`src/design/fprx_pkg.sv`:
```
`timescale 1ns / 1ps
`default_nettype none
// ----------------------------------------------------------------------------
// fprx_pkg
// Shared types and constants for the framed packet receiver.
// ----------------------------------------------------------------------------
package fprx_pkg;

    localparam int PAYLOAD_BYTES_DEF = 8;
    localparam int BYTE_W            = 8;
    localparam int IDX_W             = 5;
    localparam int CNT_W             = 6;

    localparam logic [BYTE_W-1:0] START_DELIM = 8'h24;

    typedef enum logic [1:0] {
        PH_WAIT = 2'd0,
        PH_TYPE = 2'd1,
        PH_BODY = 2'd2,
        PH_DEAD = 2'd3
    } phase_t;

    typedef enum logic [1:0] {
        EM_IDLE = 2'd0,
        EM_READ = 2'd1,
        EM_SHOW = 2'd2
    } emit_state_t;

    typedef struct packed {
        logic [BYTE_W-1:0] frame_type;
        logic [BYTE_W-1:0] seq_num;
        logic [BYTE_W-1:0] received_check;
        logic              approved;
    } frame_info_t;

endpackage
`default_nettype wire

```
`src/design/framed_packet_receiver_xor_check_core.sv`:
```
`timescale 1ns / 1ps
`default_nettype none
// ----------------------------------------------------------------------------
// framed_packet_receiver_xor_check_core
// Start-delimited frame receiver with XOR check over type, payload, sequence.
// ----------------------------------------------------------------------------
// Takes one byte per cycle while a frame is being parsed. When the check byte
// is taken, the input stalls while the payload is played out of the payload
// buffer, whose single read port delivers one entry per read: each result
// is read, then presented, and the input is held until the last result has
// been taken, including any time the output side stalls.
// ----------------------------------------------------------------------------
module framed_packet_receiver_xor_check_core #(
    parameter int PAYLOAD_BYTES = fprx_pkg::PAYLOAD_BYTES_DEF
) (
    input  wire logic                        clk,
    input  wire logic                        rst_n,
    input  wire logic                        in_valid,
    output logic                             in_stall,
    input  wire logic [fprx_pkg::BYTE_W-1:0] rx_byte,
    output logic                             out_valid,
    input  wire logic                        out_stall,
    output logic      [fprx_pkg::BYTE_W-1:0] data_byte,
    output logic      [fprx_pkg::IDX_W-1:0]  byte_index,
    output logic      [fprx_pkg::BYTE_W-1:0] frame_type,
    output logic      [fprx_pkg::BYTE_W-1:0] seq_num,
    output logic      [fprx_pkg::BYTE_W-1:0] received_check,
    output logic                             approved,
    output logic                             last
);

    localparam int AW = (PAYLOAD_BYTES > 1) ? $clog2(PAYLOAD_BYTES) : 1;

    logic                        take;
    logic                        busy;
    logic                        start;
    logic                        wr_en;
    logic [AW-1:0]               wr_addr;
    logic [fprx_pkg::BYTE_W-1:0] wr_data;
    logic                        rd_en;
    logic [AW-1:0]               rd_addr;
    fprx_pkg::frame_info_t       info;

    assign in_stall = busy;
    assign take     = in_valid && !busy;

    fprx_parse #(
        .PAYLOAD_BYTES (PAYLOAD_BYTES),
        .AW            (AW)
    ) u_parse (
        .clk     (clk),
        .rst_n   (rst_n),
        .take    (take),
        .rx_byte (rx_byte),
        .wr_en   (wr_en),
        .wr_addr (wr_addr),
        .wr_data (wr_data),
        .start   (start),
        .info    (info)
    );

    fprx_pbuf #(
        .DEPTH (PAYLOAD_BYTES),
        .AW    (AW)
    ) u_pbuf (
        .clk     (clk),
        .wr_en   (wr_en),
        .wr_addr (wr_addr),
        .wr_data (wr_data),
        .rd_en   (rd_en),
        .rd_addr (rd_addr),
        .rd_data (data_byte)
    );

    fprx_emit #(
        .PAYLOAD_BYTES (PAYLOAD_BYTES),
        .AW            (AW)
    ) u_emit (
        .clk        (clk),
        .rst_n      (rst_n),
        .start      (start),
        .out_stall  (out_stall),
        .busy       (busy),
        .rd_en      (rd_en),
        .rd_addr    (rd_addr),
        .out_valid  (out_valid),
        .byte_index (byte_index),
        .last       (last)
    );

    assign frame_type     = info.frame_type;
    assign seq_num        = info.seq_num;
    assign received_check = info.received_check;
    assign approved       = info.approved;

endmodule
`default_nettype wire

```
`src/design/fprx_pbuf.sv`:
```
`timescale 1ns / 1ps
`default_nettype none
// ----------------------------------------------------------------------------
// fprx_pbuf
// Payload buffer: one write port, one read port, registered read data.
// ----------------------------------------------------------------------------
module fprx_pbuf #(
    parameter int DEPTH = fprx_pkg::PAYLOAD_BYTES_DEF,
    parameter int AW    = 3
) (
    input  wire logic                        clk,
    input  wire logic                        wr_en,
    input  wire logic [AW-1:0]               wr_addr,
    input  wire logic [fprx_pkg::BYTE_W-1:0] wr_data,
    input  wire logic                        rd_en,
    input  wire logic [AW-1:0]               rd_addr,
    output logic      [fprx_pkg::BYTE_W-1:0] rd_data
);

    logic [fprx_pkg::BYTE_W-1:0] mem [DEPTH];
    logic [fprx_pkg::BYTE_W-1:0] rd_data_reg;

    always_ff @(posedge clk)
    begin
        if (wr_en)
        begin
            mem[wr_addr] <= wr_data;
        end
    end

    always_ff @(posedge clk)
    begin
        if (rd_en)
        begin
            rd_data_reg <= mem[rd_addr];
        end
    end

    assign rd_data = rd_data_reg;

endmodule
`default_nettype wire

```
`src/design/fprx_parse.sv`:
```
`timescale 1ns / 1ps
`default_nettype none
// ----------------------------------------------------------------------------
// fprx_parse
// Frame parser: delimiter hunt, type, payload writes, sequence, check compare.
// ----------------------------------------------------------------------------
module fprx_parse #(
    parameter int PAYLOAD_BYTES = fprx_pkg::PAYLOAD_BYTES_DEF,
    parameter int AW            = 3
) (
    input  wire logic                        clk,
    input  wire logic                        rst_n,
    input  wire logic                        take,
    input  wire logic [fprx_pkg::BYTE_W-1:0] rx_byte,
    output logic                             wr_en,
    output logic      [AW-1:0]               wr_addr,
    output logic      [fprx_pkg::BYTE_W-1:0] wr_data,
    output logic                             start,
    output fprx_pkg::frame_info_t            info
);

    localparam logic [fprx_pkg::CNT_W-1:0] CNT_SEQ   = fprx_pkg::CNT_W'(PAYLOAD_BYTES);
    localparam logic [fprx_pkg::CNT_W-1:0] CNT_CHECK = fprx_pkg::CNT_W'(PAYLOAD_BYTES + 1);

    fprx_pkg::phase_t              phase_reg, phase_next;
    logic [fprx_pkg::CNT_W-1:0]    body_count_reg, body_count_next;
    logic [fprx_pkg::BYTE_W-1:0]   type_reg, type_next;
    logic [fprx_pkg::BYTE_W-1:0]   seq_reg, seq_next;
    logic [fprx_pkg::BYTE_W-1:0]   check_reg, check_next;
    logic [fprx_pkg::BYTE_W-1:0]   rx_check_reg, rx_check_next;
    logic                          ok_reg, ok_next;

    always_ff @(posedge clk or negedge rst_n)
    begin
        if (!rst_n)
        begin
            phase_reg      <= fprx_pkg::PH_WAIT;
            body_count_reg <= '0;
            type_reg       <= '0;
            seq_reg        <= '0;
            check_reg      <= '0;
            rx_check_reg   <= '0;
            ok_reg         <= 1'b0;
        end
        else
        begin
            phase_reg      <= phase_next;
            body_count_reg <= body_count_next;
            type_reg       <= type_next;
            seq_reg        <= seq_next;
            check_reg      <= check_next;
            rx_check_reg   <= rx_check_next;
            ok_reg         <= ok_next;
        end
    end

    always_comb
    begin
        phase_next      = phase_reg;
        body_count_next = body_count_reg;
        type_next       = type_reg;
        seq_next        = seq_reg;
        check_next      = check_reg;
        rx_check_next   = rx_check_reg;
        ok_next         = ok_reg;
        if (take)
        begin
            case (phase_reg)
                fprx_pkg::PH_WAIT:
                begin
                    if (rx_byte == fprx_pkg::START_DELIM)
                    begin
                        body_count_next = '0;
                        check_next      = '0;
                        phase_next      = fprx_pkg::PH_TYPE;
                    end
                end
                fprx_pkg::PH_TYPE:
                begin
                    body_count_next = '0;
                    if (rx_byte != fprx_pkg::START_DELIM)
                    begin
                        type_next  = rx_byte;
                        check_next = rx_byte;
                        phase_next = fprx_pkg::PH_BODY;
                    end
                end
                fprx_pkg::PH_BODY:
                begin
                    if (body_count_reg < CNT_SEQ)
                    begin
                        check_next      = check_reg ^ rx_byte;
                        body_count_next = body_count_reg + 1'b1;
                    end
                    else if (body_count_reg == CNT_SEQ)
                    begin
                        seq_next        = rx_byte;
                        check_next      = check_reg ^ rx_byte;
                        body_count_next = body_count_reg + 1'b1;
                    end
                    else
                    begin
                        if (body_count_reg == CNT_CHECK)
                        begin
                            rx_check_next = rx_byte;
                            ok_next       = (rx_byte == check_reg);
                        end
                        body_count_next = '0;
                        phase_next      = fprx_pkg::PH_WAIT;
                    end
                end
                default:
                begin
                    body_count_next = '0;
                    phase_next      = fprx_pkg::PH_WAIT;
                end
            endcase
        end
    end

    always_comb
    begin
        wr_en = 1'b0;
        start = 1'b0;
        case (phase_reg)
            fprx_pkg::PH_BODY:
            begin
                wr_en = take && (body_count_reg < CNT_SEQ);
                start = take && (body_count_reg == CNT_CHECK);
            end
            default:
            begin
                wr_en = 1'b0;
                start = 1'b0;
            end
        endcase
    end

    assign wr_addr = body_count_reg[AW-1:0];
    assign wr_data = rx_byte;

    assign info.frame_type     = type_reg;
    assign info.seq_num        = seq_reg;
    assign info.received_check = rx_check_reg;
    assign info.approved       = ok_reg;

endmodule
`default_nettype wire

```
`src/design/fprx_emit.sv`:
```
`timescale 1ns / 1ps
`default_nettype none
// ----------------------------------------------------------------------------
// fprx_emit
// Result sequencer: reads the payload buffer entry by entry and presents
// one result per payload byte.
// ----------------------------------------------------------------------------
module fprx_emit #(
    parameter int PAYLOAD_BYTES = fprx_pkg::PAYLOAD_BYTES_DEF,
    parameter int AW            = 3
) (
    input  wire logic                       clk,
    input  wire logic                       rst_n,
    input  wire logic                       start,
    input  wire logic                       out_stall,
    output logic                            busy,
    output logic                            rd_en,
    output logic     [AW-1:0]               rd_addr,
    output logic                            out_valid,
    output logic     [fprx_pkg::IDX_W-1:0]  byte_index,
    output logic                            last
);

    localparam logic [AW-1:0] IDX_LAST = AW'(PAYLOAD_BYTES - 1);

    fprx_pkg::emit_state_t state_reg, state_next;
    logic [AW-1:0]         idx_reg, idx_next;

    always_ff @(posedge clk or negedge rst_n)
    begin
        if (!rst_n)
        begin
            state_reg <= fprx_pkg::EM_IDLE;
            idx_reg   <= '0;
        end
        else
        begin
            state_reg <= state_next;
            idx_reg   <= idx_next;
        end
    end

    always_comb
    begin
        state_next = state_reg;
        idx_next   = idx_reg;
        case (state_reg)
            fprx_pkg::EM_IDLE:
            begin
                if (start)
                begin
                    idx_next   = '0;
                    state_next = fprx_pkg::EM_READ;
                end
            end
            fprx_pkg::EM_READ:
            begin
                state_next = fprx_pkg::EM_SHOW;
            end
            fprx_pkg::EM_SHOW:
            begin
                if (!out_stall)
                begin
                    if (idx_reg == IDX_LAST)
                    begin
                        state_next = fprx_pkg::EM_IDLE;
                    end
                    else
                    begin
                        idx_next   = idx_reg + 1'b1;
                        state_next = fprx_pkg::EM_READ;
                    end
                end
            end
            default:
            begin
                state_next = fprx_pkg::EM_IDLE;
            end
        endcase
    end

    always_comb
    begin
        rd_en     = 1'b0;
        out_valid = 1'b0;
        busy      = 1'b1;
        case (state_reg)
            fprx_pkg::EM_IDLE: busy = 1'b0;
            fprx_pkg::EM_READ: rd_en = 1'b1;
            fprx_pkg::EM_SHOW: out_valid = 1'b1;
            default:           busy = 1'b1;
        endcase
    end

    assign rd_addr    = idx_reg;
    assign byte_index = fprx_pkg::IDX_W'(idx_reg);
    assign last       = (idx_reg == IDX_LAST);

endmodule
`default_nettype wire

```
`config.mk`:
```
export PLATFORM = sky130hd
export DESIGN_NAME = framed_packet_receiver_xor_check_core
export DESIGN_NICKNAME = d
export VERILOG_FILES = /design/src/design/fprx_pkg.sv /design/src/design/framed_packet_receiver_xor_check_core.sv /design/src/design/fprx_pbuf.sv /design/src/design/fprx_parse.sv /design/src/design/fprx_emit.sv
export SDC_FILE = /design/constraint.sdc
export NUM_CORES = 1
export LEC_CHECK = 0
export BUFFER_PORTS_ARGS = -buffer_cell sky130_fd_sc_hd__buf_2
export CAP_MARGIN = 20
export CORE_MARGIN = 2
export CORE_UTILIZATION = 50
export DETAILED_ROUTE_END_ITERATION = 7
export MAX_ROUTING_LAYER = met4
export PLACE_DENSITY = 0.69
export RECOVER_POWER = 100
export SLEW_MARGIN = 30
export SYNTH_ARGS = -nofsm -noshare
export SYNTH_HDL_FRONTEND = slang
export SYNTH_HIERARCHICAL = 1
export SYNTH_SLANG_ARGS = --single-unit
export TNS_END_PERCENT = 100
```
`constraint.sdc`:
```
create_clock -name clk -period 3.8 [get_ports clk]
set_input_delay 0.38 -clock clk [delete_from_list [all_inputs] [get_ports clk]]
set_output_delay 0.38 -clock clk [all_outputs]
set_load 0.02 [all_outputs]
```
==> metrics.yaml <==
outcome: "completed"
cellLeakagePower_nw: 2.29
cp.required_ns: 4.18
num-fill-cells: 836
fin_util_pct: 57.8
initial_core_util_pct: 51.7
power_density_nw_per_um2: 714
core_um2: 10400
maxCapViolCount: 0
dp.final_hpwl_um: 6560
syn2layout_area_growth_pct: 11.7
cts.path.max_buffers: 2
die_h_um: 108
startpoint_type: "flop"
ys_async_sr_fraction_pct: 39.0
dp_cells: 492
antenna_found_initial: 0
vias: 3008
tightest_slew_ns: 1.16
maxSlewViolCount: 0
drc: 0
total_power_mw: 4.30
avgRoutedWirePerCell_um: 19.6
largest_register_ff_count: 64
holdPathEnd: "u_emit/state_reg[1]"
rsz0062_at_grt: "false"
postCtsSetupBuffers: 0
htreeDepth: 4
synth_area_leaders: "edfxtp_1 (40%), dfrtp_1 (21%), mux4_1 (7.3%)"
fin_crit_ns: 3.08
synth_area_per_cell_um2: 15.9
top_register: "u_pbuf/mem"
clock_latency_ns: 0.50
critPathArrivalTime_ns: 3.46
ff2ff_path_depth: 7
cp_max_fo: 11
reg2reg_from: "u_parse/phase_reg[0]"
fin_crit_sh_pct: 81.0
fin_ws_ns: 0.721
vdd_drop_max_mv: 0.435
synth_seq_cells: 118
worstHoldStart: "out_stall"
die_area_um2: 11600
hold_viol: 0
syn_area_um2: 5390
ys_seq_area_share_pct: 61.5
fin_cells: 525
ys_types: 59
pre_cts_ws_ns: 1.09
gp_congestion: 0.873
synth_area_leader_cell: "edfxtp_1"
rr_endpoint: "u_parse/rx_check_reg[6]"
root_buffer: "clkbuf_8"
antenna_left: 0
synth_edf_count: 72
drt_iter0_drc: 126
synth-main-ff-cell: "edfxtp_1"
setup_tns_ns: 0
skew_ns: 0.0100
postSynthCellCount: 338
finalSetupViolCount: 0
io_buffer_count: 50
setup.worst_path.end_class: "flop"
grt_max_degree: 47
cts_tree: "done"
grt_pass1_wl_um: 16200
critPathKind: "flop to flop"
min_path_type: "primary input to flop"
slew_headroom_pct: 22.3
first_global_vias: 3004
wl_um: 10300
nets: 397
fmax_mhz: 325
grt_usage_pct: 19.4
n_antenna_cell: 0
clk_pin_slew_ns: 0.06
routed_via_density: 5.73
dr.pass1.iters: 5
grt_overflow: 0
yosys_warnings: 6
io-pin-count: 53
drive_above_1_share_pct: 18.5
die_x_um: 108
r2r_setup_slack_ns: 0.72
cts_made_buffers: 17
synth_top_area_share_pct: 40.1
clock-sinks: 118
row_count: 37
hold_depth: 2
## power by group
part	internal (mW)	switching, mW	total (mW)
Sequential	1.58	0.202	1.78
Clock	0.882	0.598	1.48
Combinational	0.477	0.562	1.04
## synthesized netlist by cell type, types with 3 or more instances
cell type  count
mux2_2        32
nand2b_1       4
nor2_1        15
a21oi_1        4
nand4_1        4
nand3b_1       6
buf_2          3
ha_1           9
inv_1          8
buf_4         19
nor2b_1        8
edfxtp_1      72
and3_1         4
a22o_1         3
mux4_1        15
o21ai_0        3
nand2_1        8
buf_6          5
nor3_1         3
dfrtp_1       46
nand3_1        3
a21boi_0       5
xnor2_1        4
nand4b_1       5
a221o_1        8
## metrics by stage
stage	cell area [um^2]	hold WS [ns]
floorplan	5390	0.0844
global placement	5540	0.485
detailed placement	5540	0.425
CTS	6110	0.109
global route	6020	0.116
finish	6020	0.131
## cell usage in the layout, fill, tap and decap left out, types with 8 or more instances in the layout
| master | instances |
|---|---|
| nor2_1 | 15 |
| clkbuf_1 | 47 |
| nor2b_1 | 9 |
| nand2_1 | 8 |
| mux4_1 | 15 |
| edfxtp_1 | 72 |
| ha_1 | 9 |
| a221o_1 | 8 |
| dfrtp_1 | 46 |
| clkbuf_16 | 16 |
| mux2_2 | 32 |
| inv_1 | 8 |
## kinds of logic after synthesis
kind of cell    Yosys count  synth area share (%)
compound gates           39                  5.73
mux                      50                  14.9
flops                   118                  61.5
buf+inv                  41                  5.69
xor+xnor                  6                 0.975
other cells               1                0.0696
simple gates             74                  9.08
fa+ha+maj                 9                  2.09
## critical path, stage by stage (launching register included)
cell     delay (ns)
dfrtp_1        0.43
inv_1          0.11
ha_1           0.41
nor3b_1        0.47
and2_0         0.22
and3_1         0.19
and2_0         0.71
mux2_2         0.42
## worst max-delay path by stage
stage | startpoint | end | slack (ns) | cells past startpoint
after floorplan | u_emit/state_reg[0] | u_pbuf/mem[0][0] | 1.41 | 8
after global placement | u_emit/state_reg[0] | u_pbuf/mem[0][1] | 1.26 | 7
after detailed placement | u_parse/phase_reg[0] | u_pbuf/mem[4][6] | 1.09 | 6
after CTS | u_parse/phase_reg[0] | u_pbuf/mem[4][4] | 1.07 | 6
after global routing | u_parse/phase_reg[0] | u_parse/rx_check_reg[6] | 0.56 | 7
final | u_parse/phase_reg[0] | u_parse/rx_check_reg[6] | 0.72 | 7
## area by class of cell
class | instances | area (um^2) | area share (%)
flip-flops and latches | 118 | 3310 | 55.0
multi-input cells | 180 | 1740 | 28.9
clock buffers | 17 | 414 | 6.88
repair buffers | 51 | 204 | 3.39
well taps | 136 | 170 | 2.83
clock inverters | 15 | 148 | 2.45
inverters | 8 | 30.0 | 0.499
## routing by layer
metal  share of wire (%)  track usage [%]  up-vias
li1                    -                -     1370
met1                  44             24.8     1538
met2                  51             30.2       94
met3                 4.5             6.30        6
met4                 1.1             5.40        0
met5                   0                -        -
## what timing repair did
| action | 4_1_cts | 5_1_grt |
|---|---|---|
| resized for setup | 0 | 0 |
| hold buffers | 1 | 0 |
| hold endpoints to repair | 46 | 0 |
Note: power is estimated with default switching activity, not from simulation.
